## src/sv/xrg_pkg.sv

```systemverilog
// Shared types, constants and helper functions of the xoshiro256** generator.
package xrg_pkg;

    // Salts XORed into the four state words while seeding.
    localparam logic [63:0] SALT [4] = '{
        64'h180e_c6d3_3cfd_0aba,
        64'hd5a6_1266_f0c9_392c,
        64'ha958_2618_e03f_c9aa,
        64'h39ab_dc45_29b1_661c
    };

    // Multiplier and shift of the seeding rule.
    localparam logic [63:0] SEED_MUL   = 64'h76e1_5d3e_fefd_cbbf;
    localparam int unsigned SEED_SHIFT = 37;

    // Output scrambler: rotl(w1 * 5, 7) * 9, with the multiplications as shift-adds.
    localparam int unsigned MUL5_SHIFT = 2;
    localparam int unsigned MUL9_SHIFT = 3;
    localparam int unsigned OUT_ROT    = 7;

    // State update shift and rotation.
    localparam int unsigned UPD_SHIFT  = 17;
    localparam int unsigned UPD_ROT    = 45;

    // Default depth of the queue between the front and back parts.
    localparam int unsigned QUEUE_DEPTH = 2;

    // Index of the last state word.
    localparam logic [1:0] LAST_WORD = 2'd3;

    // Seeding sequencer states.
    typedef enum logic [2:0] {
        SEED_IDLE,
        SEED_LOAD,
        SEED_MUL0,
        SEED_MUL1,
        SEED_MUL2,
        SEED_FIN
    } xrg_seed_state_t;

    // Write of one state word by the seeding sequencer.
    typedef struct packed {
        logic        we;
        logic [1:0]  idx;
        logic [63:0] data;
    } xrg_word_wr_t;

    // One accepted draw, as handed from the front to the back.
    typedef struct packed {
        logic [63:0]        w1;
        logic signed [31:0] range_min;
        logic signed [32:0] span;
    } xrg_job_t;

    // Queue status seen by both sides.
    typedef struct packed {
        logic full;
        logic empty;
    } xrg_qstat_t;

    // Rotate a 64-bit word left by a constant amount.
    function automatic logic [63:0] rotl64(input logic [63:0] v, input int unsigned k);
        return (v << k) | (v >> (64 - k));
    endfunction

endpackage

```

## src/sv/xrg_queue.sv

```systemverilog
// Small FIFO of accepted draws between the front and back parts.
module xrg_queue #(
    parameter int unsigned DEPTH = xrg_pkg::QUEUE_DEPTH
) (
    input  logic                clk,
    input  logic                rst_n,
    input  logic                push,
    input  xrg_pkg::xrg_job_t   push_job,
    input  logic                pop,
    output xrg_pkg::xrg_job_t   head_job,
    output xrg_pkg::xrg_qstat_t q_stat
);

    localparam int unsigned PTR_W = $clog2(DEPTH);
    localparam int unsigned CNT_W = $clog2(DEPTH + 1);

    xrg_pkg::xrg_job_t mem [DEPTH];
    logic [PTR_W-1:0] wr_ptr_reg, wr_ptr_next;
    logic [PTR_W-1:0] rd_ptr_reg, rd_ptr_next;
    logic [CNT_W-1:0] count_reg, count_next;

    // Pointer and fill count updates.
    always_comb
    begin
        wr_ptr_next = wr_ptr_reg;
        rd_ptr_next = rd_ptr_reg;
        count_next  = count_reg;
        if (push)
        begin
            wr_ptr_next = (wr_ptr_reg == PTR_W'(DEPTH - 1)) ? '0 : wr_ptr_reg + 1'b1;
        end
        if (pop)
        begin
            rd_ptr_next = (rd_ptr_reg == PTR_W'(DEPTH - 1)) ? '0 : rd_ptr_reg + 1'b1;
        end
        if (push && !pop)
        begin
            count_next = count_reg + 1'b1;
        end
        else if (pop && !push)
        begin
            count_next = count_reg - 1'b1;
        end
    end

    always_ff @(posedge clk or negedge rst_n) begin
        if (!rst_n)
        begin
            wr_ptr_reg <= '0;
            rd_ptr_reg <= '0;
            count_reg  <= '0;
        end
        else
        begin
            wr_ptr_reg <= wr_ptr_next;
            rd_ptr_reg <= rd_ptr_next;
            count_reg  <= count_next;
        end
    end

    // Entry storage.
    always_ff @(posedge clk)
    begin
        if (push)
        begin
            mem[wr_ptr_reg] <= push_job;
        end
    end

    assign head_job     = mem[rd_ptr_reg];
    assign q_stat.full  = (count_reg == CNT_W'(DEPTH));
    assign q_stat.empty = (count_reg == '0);

endmodule

```

## config.mk

```make
export PLATFORM = sky130hd
export DESIGN_NAME = xrg_queue
export DESIGN_NICKNAME = d
export VERILOG_FILES = /design/src/sv/xrg_pkg.sv /design/src/sv/xrg_queue.sv
export SDC_FILE = /design/constraint.sdc
export NUM_CORES = 1
export LEC_CHECK = 0
export BUFFER_PORTS_ARGS = -buffer_cell sky130_fd_sc_hd__buf_2
export CAP_MARGIN = 40
export CORE_MARGIN = 2
export CORE_UTILIZATION = 50
export DETAILED_ROUTE_END_ITERATION = 8
export GPL_TIMING_DRIVEN = 1
export PLACE_DENSITY_LB_ADDON = 0.3
export SYNTH_ARGS = -nofsm -noshare
export SYNTH_HDL_FRONTEND = slang
export SYNTH_SLANG_ARGS = --single-unit
```

## constraint.sdc

```tcl
create_clock -name clk -period 13.8 [get_ports clk]
set_input_delay 2.76 -clock clk [delete_from_list [all_inputs] [get_ports clk]]
set_output_delay 2.76 -clock clk [all_outputs]
set_load 0.1 [all_outputs]
```

-- Yosys cells after proc, flatten, opt, wreduce, memory -nomap -nowiden
Memories as Yosys holds them, arrays and structs flattened.
Cells that the tools add are included.
- add/subtract/negate cells: 4
- equality and inequality tests: 1
- mux-type cells: 6
- reduce and logical (&&, ||, !) cells: 6
- operator list (cell ; number):
    $mux W1 ; 4
    $mux W2 ; 2
    $add A1 B1 Y1 const B ; 2
    $add A2 B1 Y2 const B ; 1
    $eq A2 B2 Y1 const B ; 1
    $logic_and A1 B1 Y1 ; 2
    $logic_not A1 Y1 ; 2
    $logic_not A2 Y1 ; 1
    $reduce_bool A2 Y1 ; 1
    $sub A2 B1 Y2 const B ; 1
- bits in registers: 4
- RAM bits: 258
- input bits: 133
- output and inout port bits: 131
- word-level logic and storage cells: 21
- memories kept: 1
- memory list (memory ; words ; width ; read ports ; clocked after Yosys merged registers in ; write ports ; RTL line ; text):
    mem ; 2 ; 129 ; 1 ; 0 ; 1 ; xrg_queue.sv:17 ; xrg_pkg::xrg_job_t mem [DEPTH];

-- Depth between registers and ports, before layout
- depth in word-level cells: 4
- depth in mapped cells: 5
- mapped depth without buffers: 5

-- Worst setup path after synthesis
OpenSTA, ideal clock, no wires.
- path type: input port to flip-flop
- start point: in push
- end point: mem mem[0][0] in the netlist's numbering, enable pin
- setup time: 0.634 ns
- arrival: 8.351 ns
- data required time: 13.166 ns
- setup slack: 4.815 ns
- stages: 1
- buffers on the path: 0
- path through: nor2b_1
- cells in the longest elaborated chain, start to end: 2
- RTL lines (item ; RTL line ; text):
    from (decl) ; xrg_queue.sv:7 ; input logic push,
    $mux W1 ; xrg_queue.sv:64 ; if (push)
    $mux W1 (implied by the code) ; xrg_queue.sv:66 ; mem[wr_ptr_reg] <= push_job;
    to (decl) ; xrg_queue.sv:17 ;
No other way between the ends.

==> run metrics <==
Max Root-Sink Buffers=3; Vias/cell=5.079; f_max=0.1747 GHz; Setup crit start kind=flip-flop; Yosys reg bits=about 260; H-tree Lvls=1; CTS root buf=clkbuf_16; GRT Overall Usage=16.62%; Top-Level Pins=264; share of layout cells above drive strength 1=roughly three fifths; CTS tree=done; Synth cell types=13; cts hold-fix bufs=0; final-report setup violation count=0; Reg-to-Reg Start=wr_ptr_reg$_DFFE_PN0P_; Reg clk slew, reported paths=0.06 ns; Post-CTS Repair Setup Buffers=0; number of max-cap violations=0; total number of vias=4840; Worst Skew=0.006825 ns; Hold Path Class=reg -> reg; Syn Nets=551; TNS Setup=0 ns; Die Span X=142.0 um; commonest non-fill, non-tap cells in the layout=buf_2 (263), edfxtp_1 (258), mux2_2 (129), clkbuf_16 (27), clkinv_1 (9); post-route minimum period=5.724 ns; Starting Density=50.90%; Seq/Total Area, Yosys=a little over 80%; relative slew slack=~49%; Syn Area/Cell=22.83 um2; max reg flops=258; final RePlAce weighted congestion=0.7612; Die H=~140 um; core area=0.01871 mm2; Crit Reg-Reg Endpoint=mem[0][53]$_DFFE_PP_; pin count of the biggest net entering global routing=61; Slew Limit Fails=0; Die Area=0.02016 mm2; critical path required time=about 11 ns; Remaining DRCs=0; synth warn=0; Worst Hold End=count_reg[1]$_DFFE_PN0P_; CP endpoint kind=output port; TritonRoute pass-1 iters=4; first-pass GRT wire length=26080 um; # rows=50; worst min-delay path startpoint=count_reg[1]$_DFFE_PN0P_; TritonCTS Buffers=26; Synth Cell Area=0.009522 mm2; Critical Path AT=2.96 ns; DP HPWL=11540 um; WHS Path Cells=1; commonest non-fill, non-tap cell in the layout=buf_2; cells after synthesis=approximately 420; initial DRC count=287; status=finished, final reports clean; GR Overflow Total=0; Slew @ Worst Pin=between 0.7 and 0.8 ns; initial antenna violation count=0; Port Buf Inserts=263; Final Hold Vio Count=0; routed len/inst=18.37 um; unrepaired setup endpoints after global routing=false; # nets final=835; diodes inserted=0; register-to-register path setup slack=11.54 ns; clk sinks=262; insertion delay to the later sink of the worst-skew pair=approximately 0.5 ns; vias in the first global route=5063; Worst Path Max Fanout=55; post_cts resized=0; critical path class=reg -> out; r2r worst-path depth=4; number of nets with antenna violations after routing=0; DRT Wirelength=17510 um; synth-to-layout area growth=24.89%; fin crit share=between 40% and 50%
[per-layer routing]
| layer | GRT usage, % | up-vias | routed length, um |
|---|---|---|---|
| met5 | 0 | - | 0 |
| li1 | - | 2229 | - |
| met4 | 5.684 | 0 | 478 |
| met2 | 27.99 | 203 | 8696 |
| met3 | 4.139 | 39 | 1376 |
| met1 | 21.27 | 2369 | 6955 |
[metrics by stage]
stage	setup WS, ns	util [%]	instance area (um2)	hold WS, ns	cells
2_1_floorplan	4.815	-	9522	0.4555	417
3_3_place_gp	8.408	59.02	11040	0.4732	904
3_5_place_dp	8.516	59.42	11110	0.4908	907
4_1_cts	7.982	63.57	11890	0.4967	953
5_1_grt	7.882	63.57	11890	0.5120	953
6_report	8.076	63.57	11890	0.4902	953
[logic make-up after synthesis]
| logic type | share of synthesized area (%) |
|---|---|
| and+or+nand+nor | 0.2760 |
| adders and majority gates | 0.1314 |
| muxes | 15.26 |
| buffers and inverters | 1.459 |
| xor gates and xnor gates | 0.4599 |
| DFF | 82.42 |
[worst max-delay path by stage]
stage                                       from                  end  slack (ns)  depth (start not counted)
after global routing      rd_ptr_reg$_DFFE_PN0P_        head_job[125]        7.88                          4
final                     rd_ptr_reg$_DFFE_PN0P_         head_job[81]        8.08                          4
after detailed placement  rd_ptr_reg$_DFFE_PN0P_        head_job[125]        8.52                          4
after floorplan                             push  mem[0][0]$_DFFE_PP_        4.81                          1
after global placement    rd_ptr_reg$_DFFE_PN0P_         head_job[11]        8.41                          3
after CTS                 rd_ptr_reg$_DFFE_PN0P_        head_job[125]        7.98                          4
[synthesized netlist by cell type]
cell        n  area [um2]
and2_1      1       6.260
buf_2       3       15.01
buf_4       1       7.510
buf_6      10       112.6
dfrtp_1     4       100.1
edfxtp_1  258        7747
ha_1        1       12.51
inv_1       1       3.750
mux2_2    129        1453
nor2_1      2       7.510
nor2b_1     2       12.51
xnor2_1     1       8.760
xor2_1      4       35.03
[worst max-delay path, cell delays in order (launching register included)]
cell,delay [ns]
dfrtp_4,0.90
buf_4,0.56
buf_12,0.29
mux2_2,0.38
buf_2,0.29
[cell type report]
class	count	area, um2
multi-input combinational	140	1545
clock inverter	13	78.83
timing repair buffer	270	1421
sequential	262	7851
tap	234	292.8
clock buffer	33	698.2
fill	1321	6814
inverter	1	3.754
Power is not shown: default switching activity piles up to over one toggle a cycle in this logic, so the estimate is an artifact.
