===== src/sv/xrg_pkg.sv =====
// Shared types, constants and helper functions of the xoshiro256** generator.
package xrg_pkg;

    // Salts XORed into the four state words while seeding.
    localparam logic [63:0] SALT [4] = '{
        64'h180e_c6d3_3cfd_0aba,
        64'hd5a6_1266_f0c9_392c,
        64'ha958_2618_e03f_c9aa,
        64'h39ab_dc45_29b1_661c
    };

    // Multiplier and shift of the seeding rule.
    localparam logic [63:0] SEED_MUL   = 64'h76e1_5d3e_fefd_cbbf;
    localparam int unsigned SEED_SHIFT = 37;

    // Output scrambler: rotl(w1 * 5, 7) * 9, with the multiplications as shift-adds.
    localparam int unsigned MUL5_SHIFT = 2;
    localparam int unsigned MUL9_SHIFT = 3;
    localparam int unsigned OUT_ROT    = 7;

    // State update shift and rotation.
    localparam int unsigned UPD_SHIFT  = 17;
    localparam int unsigned UPD_ROT    = 45;

    // Default depth of the queue between the front and back parts.
    localparam int unsigned QUEUE_DEPTH = 2;

    // Index of the last state word.
    localparam logic [1:0] LAST_WORD = 2'd3;

    // Seeding sequencer states.
    typedef enum logic [2:0] {
        SEED_IDLE,
        SEED_LOAD,
        SEED_MUL0,
        SEED_MUL1,
        SEED_MUL2,
        SEED_FIN
    } xrg_seed_state_t;

    // Write of one state word by the seeding sequencer.
    typedef struct packed {
        logic        we;
        logic [1:0]  idx;
        logic [63:0] data;
    } xrg_word_wr_t;

    // One accepted draw, as handed from the front to the back.
    typedef struct packed {
        logic [63:0]        w1;
        logic signed [31:0] range_min;
        logic signed [32:0] span;
    } xrg_job_t;

    // Queue status seen by both sides.
    typedef struct packed {
        logic full;
        logic empty;
    } xrg_qstat_t;

    // Rotate a 64-bit word left by a constant amount.
    function automatic logic [63:0] rotl64(input logic [63:0] v, input int unsigned k);
        return (v << k) | (v >> (64 - k));
    endfunction

endpackage


===== src/sv/xrg_seeder.sv =====
// Sequencer that derives the four state words from the seed, one multiply a cycle.
module xrg_seeder (
    input  logic                  clk,
    input  logic                  rst_n,
    input  logic                  cfg_wr_en,
    input  logic [31:0]           cfg_wr_data,
    output logic                  busy,
    output xrg_pkg::xrg_word_wr_t word_wr
);

    xrg_pkg::xrg_seed_state_t state_reg, state_next;
    logic [31:0] seed_reg, seed_next;
    logic [1:0]  idx_reg, idx_next;
    logic [63:0] prev_reg, prev_next;
    logic [63:0] mul_reg, mul_next;
    logic [63:0] acc_reg, acc_next;
    logic [31:0] mul_a, mul_b;
    logic [63:0] chained_word;

    // Control registers; reset starts a seeding pass from seed zero.
    always_ff @(posedge clk or negedge rst_n) begin
        if (!rst_n)
        begin
            state_reg <= xrg_pkg::SEED_LOAD;
            seed_reg  <= '0;
            idx_reg   <= '0;
        end
        else
        begin
            state_reg <= state_next;
            seed_reg  <= seed_next;
            idx_reg   <= idx_next;
        end
    end

    // Datapath registers.
    always_ff @(posedge clk)
    begin
        prev_reg <= prev_next;
        mul_reg  <= mul_next;
        acc_reg  <= acc_next;
    end

    // One 32x32 multiplier, fed with the partial products of SEED_MUL * prev.
    always_comb
    begin
        unique case (state_reg)
            xrg_pkg::SEED_MUL1:
            begin
                mul_a = prev_reg[63:32];
                mul_b = xrg_pkg::SEED_MUL[31:0];
            end
            xrg_pkg::SEED_MUL2:
            begin
                mul_a = prev_reg[31:0];
                mul_b = xrg_pkg::SEED_MUL[63:32];
            end
            default:
            begin
                mul_a = prev_reg[31:0];
                mul_b = xrg_pkg::SEED_MUL[31:0];
            end
        endcase
    end

    assign mul_next = mul_a * mul_b;

    // Next word: low 64 bits of the product, XOR the shifted word plus its index, XOR salt.
    assign chained_word = (acc_reg + {mul_reg[31:0], 32'h0})
                        ^ ((prev_reg >> xrg_pkg::SEED_SHIFT) + {62'h0, idx_reg})
                        ^ xrg_pkg::SALT[idx_reg];

    // Next state and word writes.
    always_comb
    begin
        state_next   = state_reg;
        seed_next    = seed_reg;
        idx_next     = idx_reg;
        prev_next    = prev_reg;
        acc_next     = acc_reg;
        word_wr.we   = 1'b0;
        word_wr.idx  = idx_reg;
        word_wr.data = chained_word;

        unique case (state_reg)
            xrg_pkg::SEED_IDLE:
            begin
            end
            xrg_pkg::SEED_LOAD:
            begin
                word_wr.we   = 1'b1;
                word_wr.idx  = '0;
                word_wr.data = {32'h0, seed_reg} ^ xrg_pkg::SALT[0];
                prev_next    = word_wr.data;
                idx_next     = 2'd1;
                state_next   = xrg_pkg::SEED_MUL0;
            end
            xrg_pkg::SEED_MUL0:
            begin
                state_next = xrg_pkg::SEED_MUL1;
            end
            xrg_pkg::SEED_MUL1:
            begin
                acc_next   = mul_reg;
                state_next = xrg_pkg::SEED_MUL2;
            end
            xrg_pkg::SEED_MUL2:
            begin
                acc_next   = acc_reg + {mul_reg[31:0], 32'h0};
                state_next = xrg_pkg::SEED_FIN;
            end
            xrg_pkg::SEED_FIN:
            begin
                word_wr.we = 1'b1;
                prev_next  = chained_word;
                if (idx_reg == xrg_pkg::LAST_WORD)
                begin
                    state_next = xrg_pkg::SEED_IDLE;
                end
                else
                begin
                    idx_next   = idx_reg + 2'd1;
                    state_next = xrg_pkg::SEED_MUL0;
                end
            end
            default:
            begin
                state_next = xrg_pkg::SEED_IDLE;
            end
        endcase

        // A seed write restarts the pass from the first word.
        if (cfg_wr_en)
        begin
            seed_next  = cfg_wr_data;
            state_next = xrg_pkg::SEED_LOAD;
        end
    end

    assign busy = (state_reg != xrg_pkg::SEED_IDLE);

endmodule


===== config.mk =====
export PLATFORM = sky130hd
export DESIGN_NAME = xrg_seeder
export DESIGN_NICKNAME = d
export VERILOG_FILES = /design/src/sv/xrg_pkg.sv /design/src/sv/xrg_seeder.sv
export SDC_FILE = /design/constraint.sdc
export NUM_CORES = 2
export LEC_CHECK = 0
export BUFFER_PORTS_ARGS = -buffer_cell sky130_fd_sc_hd__buf_2
export CAP_MARGIN = 20
export CORE_MARGIN = 2
export CORE_UTILIZATION = 55
export CTS_CLUSTER_DIAMETER = 80
export DETAILED_ROUTE_END_ITERATION = 6
export GPL_TIMING_DRIVEN = 0
export PLACE_DENSITY = 0.72
export SETUP_SLACK_MARGIN = 0.5
export SLEW_MARGIN = 20
export SYNTH_ARGS = -nofsm -noshare
export SYNTH_HDL_FRONTEND = slang
export SYNTH_SLANG_ARGS = --single-unit

===== constraint.sdc =====
create_clock -name clk -period 21.7 [get_ports clk]
set_input_delay 6.51 -clock clk [delete_from_list [all_inputs] [get_ports clk]]
set_output_delay 6.51 -clock clk [all_outputs]
set_load 0.03 [all_outputs]

# ---- After elaboration in Yosys (flattened, before gate mapping)
# Index checks and enable logic that the tools add are counted.
# Widths: inputs -> output; s select.
dict set report word_totals {
  input_bits 35
  word_cells 43
  out_inout_bits 68
  reg_bits 229
}
dict set report op_classes {
  n_lt_le_gt_ge 1
  mul 1
  n_bitwise 4
  muxes 14
  n_eq_ne 8
  n_reduce_logical 6
  add_sub_neg 3
}
# op n
set ops {}
lappend ops {{$pmux 64 s2} 2}
lappend ops {{$bmux 64 s2} 1}
lappend ops {{$mux 64} 2}
lappend ops {{$mux 66} 1}
lappend ops {{$add 64x64->64} 1}
lappend ops {{$mul 32x32->64} 1}
lappend ops {{$mux 32} 2}
lappend ops {{$xor 64x28->64} 1}
lappend ops {{$xor 64x64->64} 1}
lappend ops {{$not 18->32} 1}
lappend ops {{$add 27x2->28} 1}
lappend ops {{$pmux 3 s6} 1}
lappend ops {{$eq 3x2->1 const B} 2}
lappend ops {{$eq 3x3->1 const B} 2}
lappend ops {{$mux 2} 2}
lappend ops {{$ne 2x2->1 const B} 2}
lappend ops {{$pmux 2 s2} 1}
lappend ops {{$reduce_bool 2->1} 2}
lappend ops {{$eq 3x1->1 const B} 1}
lappend ops {{$ge 3x3->1 const B} 1}
lappend ops {{$logic_not 3->1} 1}
lappend ops {{$mux 3} 1}
lappend ops {{$not 2->3} 1}
lappend ops {{$reduce_bool 3->1} 1}
lappend ops {{5 further kinds} 5}

# ---- Logic depth before layout (Yosys ltp)
dict set report logic_depth {
  ltp_word 6
  ltp_mapped 36
  mapped_depth_nobuf 34
}

# ---- Worst setup path before layout
# OpenSTA, ideal clock, no wires.
dict set report synth_timing {
  path_kind {flip-flop to output port}
  startpoint {register state_reg[0]}
  endpoint {output port word_wr[28] (netlist name)}
  n_path_buf 2
  path_stages_with_launch 7
  required_ns 15.190
  setup_slack_ns 11.633
  t_arrival_ns 3.557
  path_cell_list {dfstp_2 -> nand2b_1 -> inv_1 -> nand2b_1 -> clkbuf_1 -> clkbuf_1 -> o21ai_0}
}
# element line_no
set synth_lines {}
lappend synth_lines {{from (decl)} xrg_seeder.sv:11} ;# xrg_pkg::xrg_seed_state_t state_reg, state_next;
lappend synth_lines {{from (signal assigned)} xrg_seeder.sv:24} ;# state_reg <= xrg_pkg::SEED_LOAD;
lappend synth_lines {{from (signal assigned)} xrg_seeder.sv:30} ;# state_reg <= state_next;
lappend synth_lines {{to (decl)} xrg_seeder.sv:8} ;# output xrg_pkg::xrg_word_wr_t word_wr

# ---- Worst setup path after layout
dict set report layout_timing {
  startpoint {register state_reg[1]}
  endpoint {register mul_reg[60]}
}
dict set report layout_via {
  elab_chain_len 3
  elab_cells_between_ends 5
  cone_classes {1 x mul; 2 x eq/ne; 2 x mux}
}
# element line_no
set layout_rtl {}
lappend layout_rtl {{$eq 3x2->1 or $eq 3x3->1 (tied branches)} xrg_seeder.sv:47} ;# unique case (state_reg)
lappend layout_rtl {{$mux 32} xrg_seeder.sv:47}
lappend layout_rtl {{$mul 32x32->64 (*)} xrg_seeder.sv:66} ;# assign mul_next = mul_a * mul_b;
lappend layout_rtl {{net mul_next[60]} xrg_seeder.sv:15} ;# logic [63:0] mul_reg, mul_next;
lappend layout_rtl {{to (signal assigned)} xrg_seeder.sv:40} ;# mul_reg <= mul_next;
lappend layout_rtl {{to (decl)} xrg_seeder.sv:15}
# Mark *: on every way through the listed nets, which the timed path passes. The rest lies on a longest branch.
# A chain may end at the register's enable or synchronous reset.

==> results.toml <==
[status]
outcome = "finished, final reports clean"

[synthesis]
synth.largest_area_cell = "fa_1"
synth.top_cell.area_share_pct = 36.8
syn_inst = 3634
syn-num-nets = 4776
muxShareOfSynthArea_pct = 2.47
yosys-top-cells-area = "fa_1 (37%), ha_1 (14%), edfxtp_1 (10%), inv_1 (8.5%), xnor2_1 (4.1%)"
synthAdderAreaFrac_pct = 51.2
synth_top_family_by_area = "adder cells"
yosys-top-cells-count = "inv_1 (838), fa_1 (681), ha_1 (426)"
ys_ff_latch = 229
synth_xor_area_share_pct = 5.64
ys_warn_count = 0
syn_area_sq_mm = 0.0370
ys_seq_area_share_pct = 16.4
yosysMostFrequentCell = "inv_1"
yosysUniqueCellTypes = 79
yosys.area_share.simple_pct = 7.09
avgSynthCellArea_sq_um = 10.2
synthArstFlopShare_pct = 16.2
synth_compound_area_share_pct = 7.37
synth_edf_count = 128
synth_ff_type = "edfxtp_1"

[die]
chipWidth_microns = 263
rows = 95
core_area_sq_mm = 0.0669
die_h_microns = 263
die_area_sq_mm = 0.0694
io_pins = 103
initial_utilization_pct = 55.3

[hold_path]
min_to = "acc_reg[61]$_DFFE_PP_"
min_delay_path_depth = 2
hold_class = "reg -> reg"
min_from = "mul_reg[61]$_DFF_P_"

[layout]
drive_gt1_share_pct = 6.95
design_area_sq_mm = 0.0397
utilization_pct = 59.3
area_delta_synth_final_pct = 7.27
layoutNonFillerInstCount = 4660
num-nets-final = 4912

[worst_setup_path]
worstReg2RegStart = "state_reg[1]$_DFFE_PN0P_"
cpPeakStageDelay_ns = 0.84
crit_family = "adder cells"
endpoint_kind = "register"
critical_path_required_ns = 22.10
worst_path_max_delay_cell = "mux2i_2"
path_buf_inv = 9
crit_type = "reg -> reg"
rr_endpoint = "mul_reg[60]$_DFF_P_"
rr_worst_depth = 29
cp.depth = 29
reg2reg_slack_ns = 10.22
crit_arrival_ns = 11.88
worst_setup_path_start_kind = "register"
crit_path_max_fanout = 11
crit_path_frequent_cell = "fa_1"

[routing]
ant_nets = 0
totalWireLength_microns = 112000
avgRoutedWirePerCell_microns = 24.0
dr_total_vias = 26500
drt_iter0_drc = 2863
viasPerCell = 5.68
firstDrtPassIters = 5
drc = 0

[placement]
hpwl_microns = 96700
place_area_sq_mm = 0.0390
dp.cells = 4621
port_buffers = 101
routabilityCongestion = 0.983

[global_routing]
grt_pass1_wl_microns = 170000
grt_antenna_before_repair = 3
grt.overflow.total = 0
grt_max_degree = 47
grt_pass1_vias = 27600
track_usage_pct = 33.2

[timing]
fin_crit_ns = 11.48
skew_ns = 0.0203
hold_violations = 0
worst_pin_slew_ns = 1.20
slew_headroom_pct = 20.1
rsz0062_at_grt = "no"
finalSetupViolations = 0
slew_viol_final = 0
timing.final.crit_share_pct = 52.9
tns_ns = 0
fmax_mhz = 87.1

[clock_network]
cts-root-buf = "clkbuf_16"
cts_sinks = 229
clock_path_buffers = 3
post_cts_buffers = 0
cts_made_buffers = 20
cts_tree = "done"
clkTransAtPathRegs_ns = 0.07
clkLatencyLatePin_ns = 0.53
cts_hold_buf = 0
cts_resized = 0
htreeDepth = 1

[run]
max_cap_viol_count = 0
-- cell usage in the layout, fill, tap and decap left out, types with 10 or more instances in the layout --
cell and instances:
a21o_1 62, clkbuf_1 101, nand4_1 27, buf_1 11, xor2_1 58, dfrtp_1 36, ha_1 426, xnor2_1 175
mux2i_4 10, or2_2 10, mux2i_2 11, o21ai_1 13, o21a_1 12, nor2_1 200, and3_1 17, mux2i_1 32
nand3_1 28, nor2b_1 15, buf_2 107, nand2b_1 18, clkbuf_16 23, fa_1 681, a31oi_1 14, edfxtp_1 128
nand2_1 198, dfxtp_1 64, o21ai_0 109, o21bai_1 13, nor3_1 13, a21oi_1 138, mux2_2 34, and2_1 40
inv_1 836
-- tightest hold or removal path, delay by kind of cell, from the launching register on --
| family | cells | cell delay, ns |
|---|---|---|
| flops | 1 | 0.31 |
| simple gates | 2 | 0.09 |
-- worst max-delay path by stage --
stage,start,end,slack [ns]
after detailed placement,state_reg[1]$_DFFE_PN0P_,mul_reg[59]$_DFF_P_,10.44
after floorplan,state_reg[0]$_DFFE_PN1P_,word_wr[28],11.63
final,state_reg[1]$_DFFE_PN0P_,mul_reg[60]$_DFF_P_,10.22
after global placement,state_reg[1]$_DFFE_PN0P_,mul_reg[60]$_DFF_P_,9.47
after CTS,state_reg[1]$_DFFE_PN0P_,mul_reg[59]$_DFF_P_,10.38
after global routing,state_reg[1]$_DFFE_PN0P_,mul_reg[60]$_DFF_P_,9.98
-- final cells by class --
type | instances | area, sq um
Multi-Input combinational cell | 2441 | 27500
Fill cell | 5672 | 27200
Sequential cell | 229 | 6050
Inverter | 842 | 3160
Tap cell | 873 | 1090
Timing Repair Buffer | 114 | 714
Clock buffer | 26 | 597
Buffer | 122 | 485
Clock inverter | 10 | 91.3
Antenna cell | 3 | 7.51
-- per-layer routing --
layer / track usage, % / share of wire [%]
met1: 47.6 / 42
met4: 12.6 / 4.7
met2: 50.9 / 44
met3: 5.59 / 9.4
met5: 0 / 0
-- cells by family after synthesis --
logic type | after synthesis
adders and majority gates | 1107
and+or+nand+nor | 584
xor gates and xnor gates | 235
DFF | 229
other | 1
muxes | 87
buffers and inverters | 964
AOI/OAI and AO/OA | 427
-- per-stage QoR --
step	hold WS, ns	worst slack (ns)
floorplan	0.474	11.63
global placement	0.482	9.47
detailed placement	0.488	10.44
CTS	0.503	10.38
global route	0.530	9.98
finish	0.502	10.22
Power is not shown: default switching activity piles up to over one toggle a cycle in this logic, so the estimate is an artifact.
