<file path="src/sv/xrg_pkg.sv">
// Shared types, constants and helper functions of the xoshiro256** generator.
package xrg_pkg;

    // Salts XORed into the four state words while seeding.
    localparam logic [63:0] SALT [4] = '{
        64'h180e_c6d3_3cfd_0aba,
        64'hd5a6_1266_f0c9_392c,
        64'ha958_2618_e03f_c9aa,
        64'h39ab_dc45_29b1_661c
    };

    // Multiplier and shift of the seeding rule.
    localparam logic [63:0] SEED_MUL   = 64'h76e1_5d3e_fefd_cbbf;
    localparam int unsigned SEED_SHIFT = 37;

    // Output scrambler: rotl(w1 * 5, 7) * 9, with the multiplications as shift-adds.
    localparam int unsigned MUL5_SHIFT = 2;
    localparam int unsigned MUL9_SHIFT = 3;
    localparam int unsigned OUT_ROT    = 7;

    // State update shift and rotation.
    localparam int unsigned UPD_SHIFT  = 17;
    localparam int unsigned UPD_ROT    = 45;

    // Default depth of the queue between the front and back parts.
    localparam int unsigned QUEUE_DEPTH = 2;

    // Index of the last state word.
    localparam logic [1:0] LAST_WORD = 2'd3;

    // Seeding sequencer states.
    typedef enum logic [2:0] {
        SEED_IDLE,
        SEED_LOAD,
        SEED_MUL0,
        SEED_MUL1,
        SEED_MUL2,
        SEED_FIN
    } xrg_seed_state_t;

    // Write of one state word by the seeding sequencer.
    typedef struct packed {
        logic        we;
        logic [1:0]  idx;
        logic [63:0] data;
    } xrg_word_wr_t;

    // One accepted draw, as handed from the front to the back.
    typedef struct packed {
        logic [63:0]        w1;
        logic signed [31:0] range_min;
        logic signed [32:0] span;
    } xrg_job_t;

    // Queue status seen by both sides.
    typedef struct packed {
        logic full;
        logic empty;
    } xrg_qstat_t;

    // Rotate a 64-bit word left by a constant amount.
    function automatic logic [63:0] rotl64(input logic [63:0] v, input int unsigned k);
        return (v << k) | (v >> (64 - k));
    endfunction

endpackage

</file>
<file path="src/sv/xrg_ifs.sv">
// Handshake interfaces of the request and result channels.
interface xrg_req_if;
    logic               valid;
    logic               ready;
    logic signed [31:0] range_min;
    logic signed [31:0] range_max;

    modport source (output valid, output range_min, output range_max, input ready);
    modport sink   (input valid, input range_min, input range_max, output ready);
endinterface


</file>
<file path="src/sv/xrg_front.sv">
// Front part: holds the generator state, accepts draws and advances the state.
module xrg_front (
    input  logic                  clk,
    input  logic                  seed_busy,
    input  xrg_pkg::xrg_word_wr_t word_wr,
    input  xrg_pkg::xrg_qstat_t   q_stat,
    xrg_req_if.sink               req,
    output logic                  push,
    output xrg_pkg::xrg_job_t     push_job
);

    logic [63:0] words_reg [4];
    logic [63:0] words_next [4];
    logic [63:0] t;
    logic [63:0] w2x, w3x;

    // Items are taken only once seeding is over and the queue has room.
    assign req.ready = !seed_busy && !q_stat.full;
    assign push      = req.valid && req.ready;

    // Classify the item: the span is carried as a 33-bit signed value.
    assign push_job.w1        = words_reg[1];
    assign push_job.range_min = req.range_min;
    assign push_job.span      = $signed({req.range_max[31], req.range_max})
                              - $signed({req.range_min[31], req.range_min});

    // xoshiro256 state update, or a word loaded by the seeding sequencer.
    always_comb
    begin
        t   = words_reg[1] << xrg_pkg::UPD_SHIFT;
        w2x = words_reg[2] ^ words_reg[0];
        w3x = words_reg[3] ^ words_reg[1];
        words_next = words_reg;
        if (push)
        begin
            words_next[0] = words_reg[0] ^ w3x;
            words_next[1] = words_reg[1] ^ w2x;
            words_next[2] = w2x ^ t;
            words_next[3] = xrg_pkg::rotl64(w3x, xrg_pkg::UPD_ROT);
        end
        if (word_wr.we)
        begin
            words_next[word_wr.idx] = word_wr.data;
        end
    end

    // State words are always loaded by the seeding pass after reset.
    always_ff @(posedge clk)
    begin
        words_reg <= words_next;
    end

endmodule

</file>
<file path="src/flat_wrapper.sv">
// flat-port wrapper written by rule: the top's interface ports become plain ports
module xrg_front_flat 
  (clk, seed_busy, word_wr, q_stat, push, push_job, req_valid, req_range_min, req_range_max, req_ready);
  xrg_req_if req_i ();
  input  logic clk;
  input  logic seed_busy;
  input  xrg_pkg::xrg_word_wr_t word_wr;
  input  xrg_pkg::xrg_qstat_t q_stat;
  output logic push;
  output xrg_pkg::xrg_job_t push_job;
  input wire logic [$bits(req_i.valid)-1:0] req_valid;
  input wire logic [$bits(req_i.range_min)-1:0] req_range_min;
  input wire logic [$bits(req_i.range_max)-1:0] req_range_max;
  output wire logic [$bits(req_i.ready)-1:0] req_ready;
  assign req_i.valid = req_valid;
  assign req_i.range_min = req_range_min;
  assign req_i.range_max = req_range_max;
  assign req_ready = req_i.ready;
  xrg_front u_core (.clk(clk), .seed_busy(seed_busy), .word_wr(word_wr), .q_stat(q_stat), .req(req_i), .push(push), .push_job(push_job));
endmodule
</file>
<file path="config.mk">
export PLATFORM = sky130hd
export DESIGN_NAME = xrg_front_flat
export DESIGN_NICKNAME = d
export VERILOG_FILES = /design/src/sv/xrg_pkg.sv /design/src/sv/xrg_ifs.sv /design/src/sv/xrg_front.sv /design/src/flat_wrapper.sv
export SDC_FILE = /design/constraint.sdc
export NUM_CORES = 1
export LEC_CHECK = 0
export BUFFER_PORTS_ARGS = -buffer_cell sky130_fd_sc_hd__buf_2
export CAP_MARGIN = 5
export CORE_ASPECT_RATIO = 1.2
export CORE_MARGIN = 5
export CORE_UTILIZATION = 60
export DETAILED_ROUTE_END_ITERATION = 7
export HOLD_SLACK_MARGIN = 0.06
export PLACE_DENSITY = 0.85
export SKIP_LAST_GASP = 1
export SYNTH_ARGS = -nofsm -noshare
export SYNTH_HDL_FRONTEND = slang
export SYNTH_SLANG_ARGS = --single-unit
</file>
<file path="constraint.sdc">
create_clock -name clk -period 6.94 [get_ports clk]
set_input_delay 1.041 -clock clk [delete_from_list [all_inputs] [get_ports clk]]
set_output_delay 1.041 -clock clk [all_outputs]
set_load 0.02 [all_outputs]
</file>
Word-level counts from Yosys, hierarchy flattened. Cells that the tools add are included.

Reductions and logical operators: 5. Mux-type cells: 5. Add/sub/neg operators: 1. Bitwise logic cells: 7. $lt $le $gt $ge: 2.

Operators by type and width (count): two-way mux 256 bit (2); bitwise XOR 64 bit (5); bitwise mux 256 bit (1); demux 64 bit (select 2 bit) (1); two-way mux 64 bit (1); bitwise OR 64 x 45 -> 64 bit (1); subtractor 32 x 32 -> 33 bit (1); >= comparator 3 bit, second input constant (1); logical AND 1 bit (3); < comparator 3 x 1 -> 1 bit, second input constant (1); inverter 2 -> 3 bit (1); logical NOT 1 bit (2).

Input bits: 136. Register bits after elaboration: 256. Output and inout bits: 131. Word-level logic and storage cells: 24.

Logic depth before layout (Yosys ltp). Gate-level depths: netlist of run 1.

Word-level depth: 7. Depth in mapped cells: 10. Mapped depth without buffers: 10.

Worst setup path after synthesis of run 1. No wires, ideal clock.

Path kind: input to output. Start point: in req_range_min[3]. End point: out push_job[17] (netlist name). Data required time: 5.899 ns. Data arrival time: 3.081 ns. Setup slack: 2.818 ns. Cell stages on the path: 9. Buffers on the path: 0. Cell sequence: inv_1 ha_1 and2_4 a221o_1 o21a_2 o2111a_2 o31ai_4 o21bai_2 xor2_1.

RTL lines: from (decl) (RTL line flat_wrapper.sv:12) `input wire logic [$bits(req_i.range_min)-1:0] req_range_min;`; to (decl) (RTL line flat_wrapper.sv:10) `output xrg_pkg::xrg_job_t push_job;`.

==> results of run 1 <==
## Yosys cell counts, types with 5 or more instances
master      n  area share, %
nand2_1   283            7.4
clkbuf_1   85            2.2
dfxtp_1   256             36
a21o_1     11           0.57
xor2_1    248             15
a31oi_1     5           0.22
ha_1       32            2.8
o21a_1      5           0.26
nor2_1    209            5.4
inv_1      40            1.0
xnor2_1   146            8.9
o21ai_0   140            4.9
buf_4      96            5.0
a21oi_1   219            7.6
## cell type report
class / count / share of cell area (%)
Inverter: 40 / 0.9481
Antenna cell: 7 / 0.1088
Clock buffer: 36 / 4.647
Clock inverter: 11 / 0.9170
Multi-Input combinational cell: 1354 / 50.36
Timing Repair Buffer: 275 / 8.704
Tap cell: 320 / 2.487
Sequential cell: 256 / 31.83
## per-stage QoR
step                worst slack, ns  hold WS, ns  util, %  power, W  std cells
floorplan                     2.818       0.5166        -  0.005143       1832
finish                        2.419       0.5465    67.61  0.007148       2299
global route                  2.276       0.5663    67.61  0.007570       2299
detailed placement            2.435       0.5381    63.77  0.005649       2245
global placement              2.460       0.5269    63.77  0.005507       2245
CTS                           2.437       0.5469    67.53  0.007139       2292
## cell usage in the layout, fill, tap and decap left out, types with 2 or more instances in the layout
cell       Yosys  final
a211oi_1       2      2
a21o_1        11     11
a21oi_1      219    219
a221o_1        2      2
a221oi_1       2      2
a31oi_1        5      5
buf_2          0    265
buf_4         96     10
bufinv_16      0      3
clkbuf_1      85      4
clkbuf_16      0     26
clkbuf_8       0      6
clkinv_2       0      6
dfxtp_1      256    256
diode_2        0      7
ha_1          32     32
inv_1         40     39
nand2_1      283    282
nand2b_1       3      3
nand3_1        3      3
nand3b_1       2      2
nand4_1        2      2
nor2_1       209    209
nor2b_1        3      3
nor3_1         3      3
nor4_1         2      2
o211ai_1       2      2
o21a_1         5      5
o21ai_0      140    140
o22ai_1        2      2
or3_1          2      2
xnor2_1      146    146
xor2_1       248    248
## critical path, delay by kind of cell
kind	cells	cell delay, ns
AOI/OAI and AO/OA	5	1.28
buffers and inverters	3	0.27
adders and majority gates	2	0.63
and+or+nand+nor	2	0.26
## logic make-up (layout without fill, tap and decap cells)
logic type,after synthesis,in the layout,share of synthesized area (%)
fa+ha+maj,33,33,2.918
xor+xnor,394,394,23.95
compound gates,407,407,15.23
simple gates,520,520,14.05
other cells,0,7,0
flops,256,256,35.57
buf+inv,222,362,8.284
## worst paths after layout
path	endpoint	cells after the start	start	slack, ns
setup / recovery	push_job[32]	12	req_range_max[0]	2.42
hold reg to reg	u_core.words_reg[2]	2	u_core.words_reg[2]	0.55
setup reg to reg	u_core.words_reg[210]	4	u_core.push_job[83]	5.53
hold / removal	u_core.words_reg[2]	2	u_core.words_reg[2]	0.55
## per-layer routing
metal  global-route usage (%)  vias to the layer above
li1                         -                     6104
met1                    31.28                     5756
met2                    46.40                      396
met3                    4.635                       95
met4                    11.54                        6
met5                        0                        -
## power by group through the flow
stage / Clock (W) / Combinational [W] / Sequential [W]
finish: 0.00146 / 0.00265 / 0.00304
floorplan: 0 / 0.00230 / 0.00284
detailed placement: 0 / 0.00259 / 0.00306
global placement: 0 / 0.00249 / 0.00301
CTS: 0.00147 / 0.00264 / 0.00303
global route: 0.00153 / 0.00292 / 0.00313
==> impl_metrics.toml, run 1 <==
[cts]
root_buffer = "clkbuf_16"
ctsHoldBuffers = 0
clkTransAtPathRegs_ns = 0.06
numClockSinks = 256
clk_latency_ns = 0.54
cts_max_level = 1
cts_setup_buffers = 0
cts_buffers = 26
ctsResizeCount = 0
cts_tree = "yes"
clockBufferDepth = 3

[cells_and_area]
area_growth_pct = 11.74
layout.nets = 2122
multiInputGateArea_sq_um = 8108
largest_reg_flops = 192
fillers = 1865
stdcell_area_sq_um = 16100
drive_gt1_share_pct = 16.78
final-seq-area_sq_um = 5125

[timing]
max_freq_ghz = 0.2212
slew_headroom_pct = 20.39
hold_viol = 0
period_share_pct = 65.14
maxSlewViolCount = 0
min_period_ns = 4.521
finalSetupViolations = 0
finalClockSkew_ns = 0.02319
tns_ns = 0
rsz0062_at_grt = "no"
tightest_slew_ns = 1.194

[logic_synthesis]
synthFlopType = "dfxtp_1"
synth_edf_count = 0
ys_seq_elements = 256
syn-cell-area_sq_um = 14410
yosys_warnings = 0
avgSynthCellArea_sq_um = 7.865
async_reset_ff_share_pct = 0
synth_nets = 2001
ys_seq_area_share_pct = 35.57
ys_types = 52
netlist_instances = 1832

[critical_path]
crit_slowest_cell = "fa_1"
worst-path-max-fanout = 5
crit_path_end_kind = "output port"
slowest_delay_ns = 0.41
cpMostUsedCell = "buf_2"
cp_data_required_time_ns = 5.90
worstSetupPathType = "in2out"
crit_chain = "buf_2 -> inv_1 -> ha_1 -> fa_1 -> nand2b_1 -> a21o_1 -> a21oi_1 -> o31a_1 -> a31o_2 -> nand2_1 -> a221o_1 -> buf_2"
cp-start-kind = "input pin"
worstPathArrival_ns = 3.48

[route]
wl_met2_um = 18900
ant_nets = 0
drtPass1Iterations = 5
drt-initial-drc-count = 770
highest_layer = "met5"
wl_um = 38090
met1_length_um = 14950
vias_per_cell = 5.375
route.detailed.drc = 0
routed-wl-met3_um = 2639
wl_per_cell_um = 16.57
vias = 12357

[global_routing]
grt_antenna_before_repair = 10
grt_max_degree = 129
grt_pass1_wl_um = 59280
overflow = 0
first_global_vias = 11825
grt_usage_pct = 26.47

[run_status]
status = "complete, no violations"

[placed_design]
port-buffer-count = 265
gp_congestion = 0.8455
placed_area_sq_um = 15190
place_hpwl_um = 27080

[floorplan]
dieArea_sq_um = 27230
pin_count = 267
die_h_um = 179.8
die_x_um = 151.5
start_util_pct = 60.50
rows = 62
coreArea_sq_um = 23820

[power_and_ir_drop]
pwr-share-comb_pct = 37.0
p_leak_nw = 6.751
power_frac_clock_pct = 20.4
seq_power_share_pct = 42.6
power.internal_w = 0.004361
power_switching_w = 0.002787
switching_share_pct = 38.99
vdd_drop_max_v = 0.0002673
power_density_nw_per_um2 = 444.0

[min_path]
hold_path_class = "reg2reg"

[run]
drv_cap = 0
Power figures use the tool's default switching activity.
==> run 2, diff against run 1 <==
--- a/config.mk
+++ b/config.mk
@@ -9,10 +9,10 @@
 export CAP_MARGIN = 5
 export CORE_ASPECT_RATIO = 1.2
 export CORE_MARGIN = 5
-export CORE_UTILIZATION = 60
+export CORE_UTILIZATION = 51
 export DETAILED_ROUTE_END_ITERATION = 7
 export HOLD_SLACK_MARGIN = 0.06
-export PLACE_DENSITY = 0.85
+export PLACE_DENSITY = 0.77
 export SKIP_LAST_GASP = 1
 export SYNTH_ARGS = -nofsm -noshare
 export SYNTH_HDL_FRONTEND = slang
==> constraint.sdc (replaced) <==
create_clock -name clk -period 4 [get_ports clk]
set_input_delay 0.6 -clock clk [delete_from_list [all_inputs] [get_ports clk]]
set_output_delay 0.6 -clock clk [all_outputs]
set_load 0.02 [all_outputs]
==> run 2 against run 1 <==
Critical path depth unchanged. Die area increased by 17%. Clock power increased by 82%. Non-clock buffer count decreased by 1. Count of clock-buffer cells in the layout decreased by 1. Combinational power increased by 71%. Sequential power increased by 73%. Utilization decreased by 9.4 points. Total power increased by 74%. First-iteration DRC count increased by 9.5%. Worst hold slack got worse by 0.23 ns. Critical path type unchanged. Largest power group unchanged. Wire length decreased by 0.37%.
==> impl_metrics.toml, run 2 (synthesis gave the netlist of run 1 again) <==
[cells_and_area]
area_growth_pct = 12.81
final_cell_mix = "nand2_1, buf_2, dfxtp_1, xor2_1, a21oi_1"
final_common_cell = "nand2_1"
stdcell_area_sq_um = 16250
drive_gt1_share_pct = 16.66
largest_reg_flops = 192
layout.nets = 2120

[cts]
clockBufferDepth = 3
clk_latency_ns = 0.53
cts_setup_buffers = 0
cts_buffers = 25
cts_max_level = 1
root_buffer = "clkbuf_16"
cts_tree = "yes"
numClockSinks = 256
ctsHoldBuffers = 0
clkTransAtPathRegs_ns = 0.07
ctsResizeCount = 0

[run_status]
status = "complete, no violations"

[timing]
min_period_ns = 3.638
maxSlewViolCount = 0
whs_ns = 0.3185
rsz0062_at_grt = "no"
finalClockSkew_ns = 0.02718
tns_ns = 0
slew_headroom_pct = 40.68
tightest_slew_ns = 0.8898
max_freq_ghz = 0.2748
finalSetupViolations = 0
hold_viol = 0
period_share_pct = 90.96

[route]
drt-initial-drc-count = 843
wl_per_cell_um = 16.11
ant_nets = 0
vias_per_cell = 5.146
drtPass1Iterations = 6
route.detailed.drc = 0
wl_um = 37940
vias = 12119

[floorplan]
coreArea_sq_um = 27920
die_h_um = 194.1
die_x_um = 163.4
pin_count = 267
dieArea_sq_um = 31730
start_util_pct = 51.62
rows = 67

[global_routing]
first_global_vias = 11762
overflow = 0
grt_pass1_wl_um = 59970
grt_usage_pct = 22.70
grt_antenna_before_repair = 11
grt_max_degree = 129

[critical_path]
path_delay_family = "compound AO/OA/AOI/OAI gates"
crit_chain = "buf_2 -> inv_1 -> ha_1 -> fa_1 -> nand2b_1 -> a21o_1 -> a21oi_1 -> o31a_1 -> a31o_2 -> nand2_1 -> a221o_1 -> buf_2"
rrSetupSlack_ns = 2.65
rr_endpoint = "u_core.words_reg[206]"
slowest_delay_ns = 0.41
worstSetupPathType = "in2out"
crit_path_end_kind = "output port"
cp_data_required_time_ns = 3.40
cpMostUsedCell = "buf_2"
rr_startpoint = "u_core.push_job[79]"
cp-start-kind = "input pin"
worstPathArrival_ns = 3.04
reg2reg_depth = 4
worst-path-max-fanout = 5
crit_slowest_cell = "fa_1"
cp_num_buf_inv = 3

[min_path]
whs_endpoint = "u_core.words_reg[244]"
hp-start = "word_wr[52]"
worstHoldPathCells = 3
hold_path_class = "in2reg"

[power_and_ir_drop]
power_density_nw_per_um2 = 766.7
p_leak_nw = 6.777
vdd_drop_max_v = 0.0005417

[placed_design]
gp_congestion = 0.8098
placed_area_sq_um = 15300
port-buffer-count = 265
place_hpwl_um = 27020

[run]
drv_cap = 0
-- run 2: cell count changes in the layout (fill, tap and decap cells not counted) --
| cell | delta |
|---|---|
| buf_4 | -5 |
| clkinv_2 | -5 |
| buf_12 | +4 |
| bufinv_16 | +3 |
| clkbuf_16 | -1 |
| clkinv_4 | +1 |
| clkinv_8 | -1 |
| clkinvlp_4 | +1 |
| inv_6 | +1 |
| inv_8 | -1 |
-- run 2: routing by layer --
metal	routed length [um]	global-route usage, %	part of all wire (%)
met5	48	0	0.13
met3	2451	4.572	6.5
met2	18540	39.78	49
met1	15690	27.42	41
met4	1208	8.173	3.2
-- run 2: cell type report --
type	count	area [sq um]
diodes	7	17.52
clock buffers	35	723.2
clock inverters	10	210.2
fillers	2495	11660
inverters	40	152.6
multi-input cells	1354	8108
flip-flops and latches	256	5125
well taps	379	474.2
repair buffers	274	1444
-- run 2: worst max-delay path by stage --
stage / slack (ns) / start / end / cells past startpoint
after floorplan: 0.76 / req_range_min[3] / push_job[17] / 9
after global placement: 0.47 / req_range_max[0] / push_job[32] / 12
after detailed placement: 0.42 / req_range_max[0] / push_job[32] / 12
after CTS: 0.40 / req_range_max[0] / push_job[32] / 12
after global routing: 0.27 / req_range_max[0] / push_job[32] / 12
final: 0.36 / req_range_max[0] / push_job[32] / 12
-- run 2: through the flow --
| step | util, % | std cells | total power [W] | setup slack [ns] |
|---|---|---|---|---|
| after global routing | 58.23 | 2355 | 0.01325 | 0.2667 |
| after detailed placement | 54.82 | 2303 | 0.009796 | 0.4223 |
| after global placement | 54.82 | 2303 | 0.009598 | 0.4716 |
| after CTS | 58.16 | 2348 | 0.01250 | 0.4035 |
| final | 58.23 | 2355 | 0.01246 | 0.3616 |
| after floorplan | - | 1832 | 0.008923 | 0.7597 |
-- run 2: power breakdown --
| part | leakage [nW] | internal, W | switching (W) |
|---|---|---|---|
| Clock | 0.453 | 0.00165 | 0.00101 |
| Combinational | 4.17 | 0.00225 | 0.00228 |
| Sequential | 2.16 | 0.00381 | 0.00146 |
| Total | 6.78 | 0.00771 | 0.00475 |
-- run 2: worst register-to-register path, cell delays in order, from the launching register on --
cell,delay [ns]
dfxtp_1,0.47
xnor2_1,0.10
nor2_1,0.39
xnor2_1,0.17
o21ai_0,0.09
==> run 3, diff against run 2 <==
--- a/config.mk
+++ b/config.mk
@@ -5,14 +5,14 @@
 export SDC_FILE = /design/constraint.sdc
 export NUM_CORES = 1
 export LEC_CHECK = 0
-export BUFFER_PORTS_ARGS = -buffer_cell sky130_fd_sc_hd__buf_2
+export BUFFER_PORTS_ARGS = -buffer_cell sky130_fd_sc_hd__clkbuf_2
 export CAP_MARGIN = 5
 export CORE_ASPECT_RATIO = 1.2
 export CORE_MARGIN = 5
-export CORE_UTILIZATION = 51
+export CORE_UTILIZATION = 57
 export DETAILED_ROUTE_END_ITERATION = 7
 export HOLD_SLACK_MARGIN = 0.06
-export PLACE_DENSITY = 0.77
+export PLACE_DENSITY = 0.82
 export SKIP_LAST_GASP = 1
 export SYNTH_ARGS = -nofsm -noshare
 export SYNTH_HDL_FRONTEND = slang
==> constraint.sdc (replaced) <==
create_clock -name clk -period 3.9 [get_ports clk]
set_input_delay 0.585 -clock clk [delete_from_list [all_inputs] [get_ports clk]]
set_output_delay 0.585 -clock clk [all_outputs]
set_load 0.02 [all_outputs]
==> run 3 against run 2 <==
Largest cell class unchanged. Count of clock-buffer cells in the layout grew 3. Critical endpoint unchanged. First-iteration DRC count shrank 4.4%. Worst hold slack worse by 0.0066 ns. Combinational power increased by 4%. Utilization increased by 6.4 points. Final area is 1.2% lower. Wire length grew 1.5%. Via count rose by 0.40%. Register-to-register slack got worse by 0.12 ns. Clock power down 12%.
==> impl_metrics.toml, run 3 (synthesis gave the netlist of run 1 again) <==
[run_status]
status = "complete, no violations"

[timing]
max_freq_ghz = 0.2811
maxSlewViolCount = 0
tightest_slew_ns = 1.118
tns_ns = 0
finalSetupViolations = 0
slew_headroom_pct = 25.25
rsz0062_at_grt = "no"
min_period_ns = 3.557
hold_viol = 0
finalClockSkew_ns = 0.01383
period_share_pct = 91.22

[global_routing]
grt_usage_pct = 26.08
first_global_vias = 12029
grt_max_degree = 129
grt_pass1_wl_um = 61540
overflow = 0
grt_antenna_before_repair = 4

[power_and_ir_drop]
vdd_drop_max_v = 0.0004721
power_density_nw_per_um2 = 776.7
p_leak_nw = 6.788
power.total_w = 0.01247

[floorplan]
die_x_um = 155.1
dieArea_sq_um = 28570
coreArea_sq_um = 24830
rows = 63
pin_count = 267
start_util_pct = 58.03
die_h_um = 184.2

[min_path]
hold_path_class = "in2reg"
worstHoldPathCells = 3

[placed_design]
place_hpwl_um = 27980
gp_congestion = 0.8804
port-buffer-count = 265

[route]
wl_per_cell_um = 16.73
route.detailed.drc = 0
wl_um = 38500
vias_per_cell = 5.288
vias = 12167
drtPass1Iterations = 5
ant_nets = 0
drt-initial-drc-count = 806

[cts]
cts_setup_buffers = 0
clk_latency_ns = 0.53
ctsHoldBuffers = 0
clockBufferDepth = 3
numClockSinks = 256
ctsResizeCount = 0
cts_max_level = 1
root_buffer = "clkbuf_16"
clkTransAtPathRegs_ns = 0.06
cts_buffers = 25
cts_tree = "yes"

[critical_path]
worst-path-max-fanout = 5
slowest_delay_ns = 0.40
reg2reg_depth = 4
cp-start-kind = "input pin"
cp_data_required_time_ns = 3.31
crit_path_end_kind = "output port"
crit_slowest_cell = "fa_1"
cpMostUsedCell = "clkbuf_2"
crit_chain = "clkbuf_2 -> inv_1 -> ha_1 -> fa_1 -> nand2b_1 -> a21o_1 -> a21oi_1 -> o31a_1 -> a31o_2 -> nand2_1 -> a221o_1 -> clkbuf_2"
worstSetupPathType = "in2out"
worstPathArrival_ns = 2.97

[cells_and_area]
fillers = 2095
layout.nets = 2124
final_common_cell = "nand2_1"
largest_reg_flops = 192
area_growth_pct = 11.43
final_cell_mix = "nand2_1, clkbuf_2, dfxtp_1, xor2_1, a21oi_1"
drive_gt1_share_pct = 16.53

[run]
drv_cap = 0
[run 3: metrics by stage]
stage / setup slack (ns) / instances / utilization, % / hold WS (ns) / area [sq um]
detailed placement: 0.3218 / 2253 / 61.48 / 0.5399 / 15270
CTS: 0.3203 / 2297 / 64.62 / 0.2980 / 16050
floorplan: 0.6897 / 1832 / - / 0.5166 / 14410
global placement: 0.3505 / 2253 / 61.48 / 0.5272 / 15270
finish: 0.3426 / 2301 / 64.66 / 0.3119 / 16060
global route: 0.2063 / 2301 / 64.66 / 0.3209 / 16060
[run 3: final cells by class]
cell class | instances | area, sq um | share of cell area (%)
clock inverter | 6 | 65.06 | 0.4052
tap | 325 | 406.6 | 2.533
antenna | 4 | 10.01 | 0.06234
clock buffer | 38 | 714.4 | 4.450
inverter | 40 | 152.6 | 0.9507
sequential | 256 | 5125 | 31.92
timing repair buffer | 278 | 1474 | 9.180
multi-input combinational | 1354 | 8108 | 50.50
[run 3: per-layer routing]
metal / share of wire, % / GRT usage, % / up-vias
met5: 0 / 0 / -
met4: 3.2 / 8.657 / 0
met3: 6.6 / 3.946 / 63
met2: 50 / 47.19 / 393
met1: 41 / 31.59 / 5613
li1: - / - / 6098
[run 3: power by group]
part / internal, W / switching (W) / leakage (nW)
Clock: 0.00133 / 0.00101 / 0.379
Combinational: 0.00230 / 0.00239 / 4.25
Sequential: 0.00391 / 0.00153 / 2.16
Total: 0.00754 / 0.00493 / 6.79
[run 3: final timing paths]
| check | start | to | slack, ns |
|---|---|---|---|
| worst max-delay path | req_range_max[0] | push_job[32] | 0.34 |
| worst max register to register | u_core.push_job[71] | u_core.words_reg[198] | 2.53 |
| worst min register to register | u_core.words_reg[26] | u_core.words_reg[26] | 0.55 |
| worst min-delay path | word_wr[32] | u_core.words_reg[32] | 0.31 |
[run 3: worst max-delay path, delay by kind of cell]
family,cells,cell delay (ns)
and+or+nand+nor,2,0.25
buffers and inverters,3,0.27
adders and majority gates,2,0.62
AOI/OAI and AO/OA,5,1.26
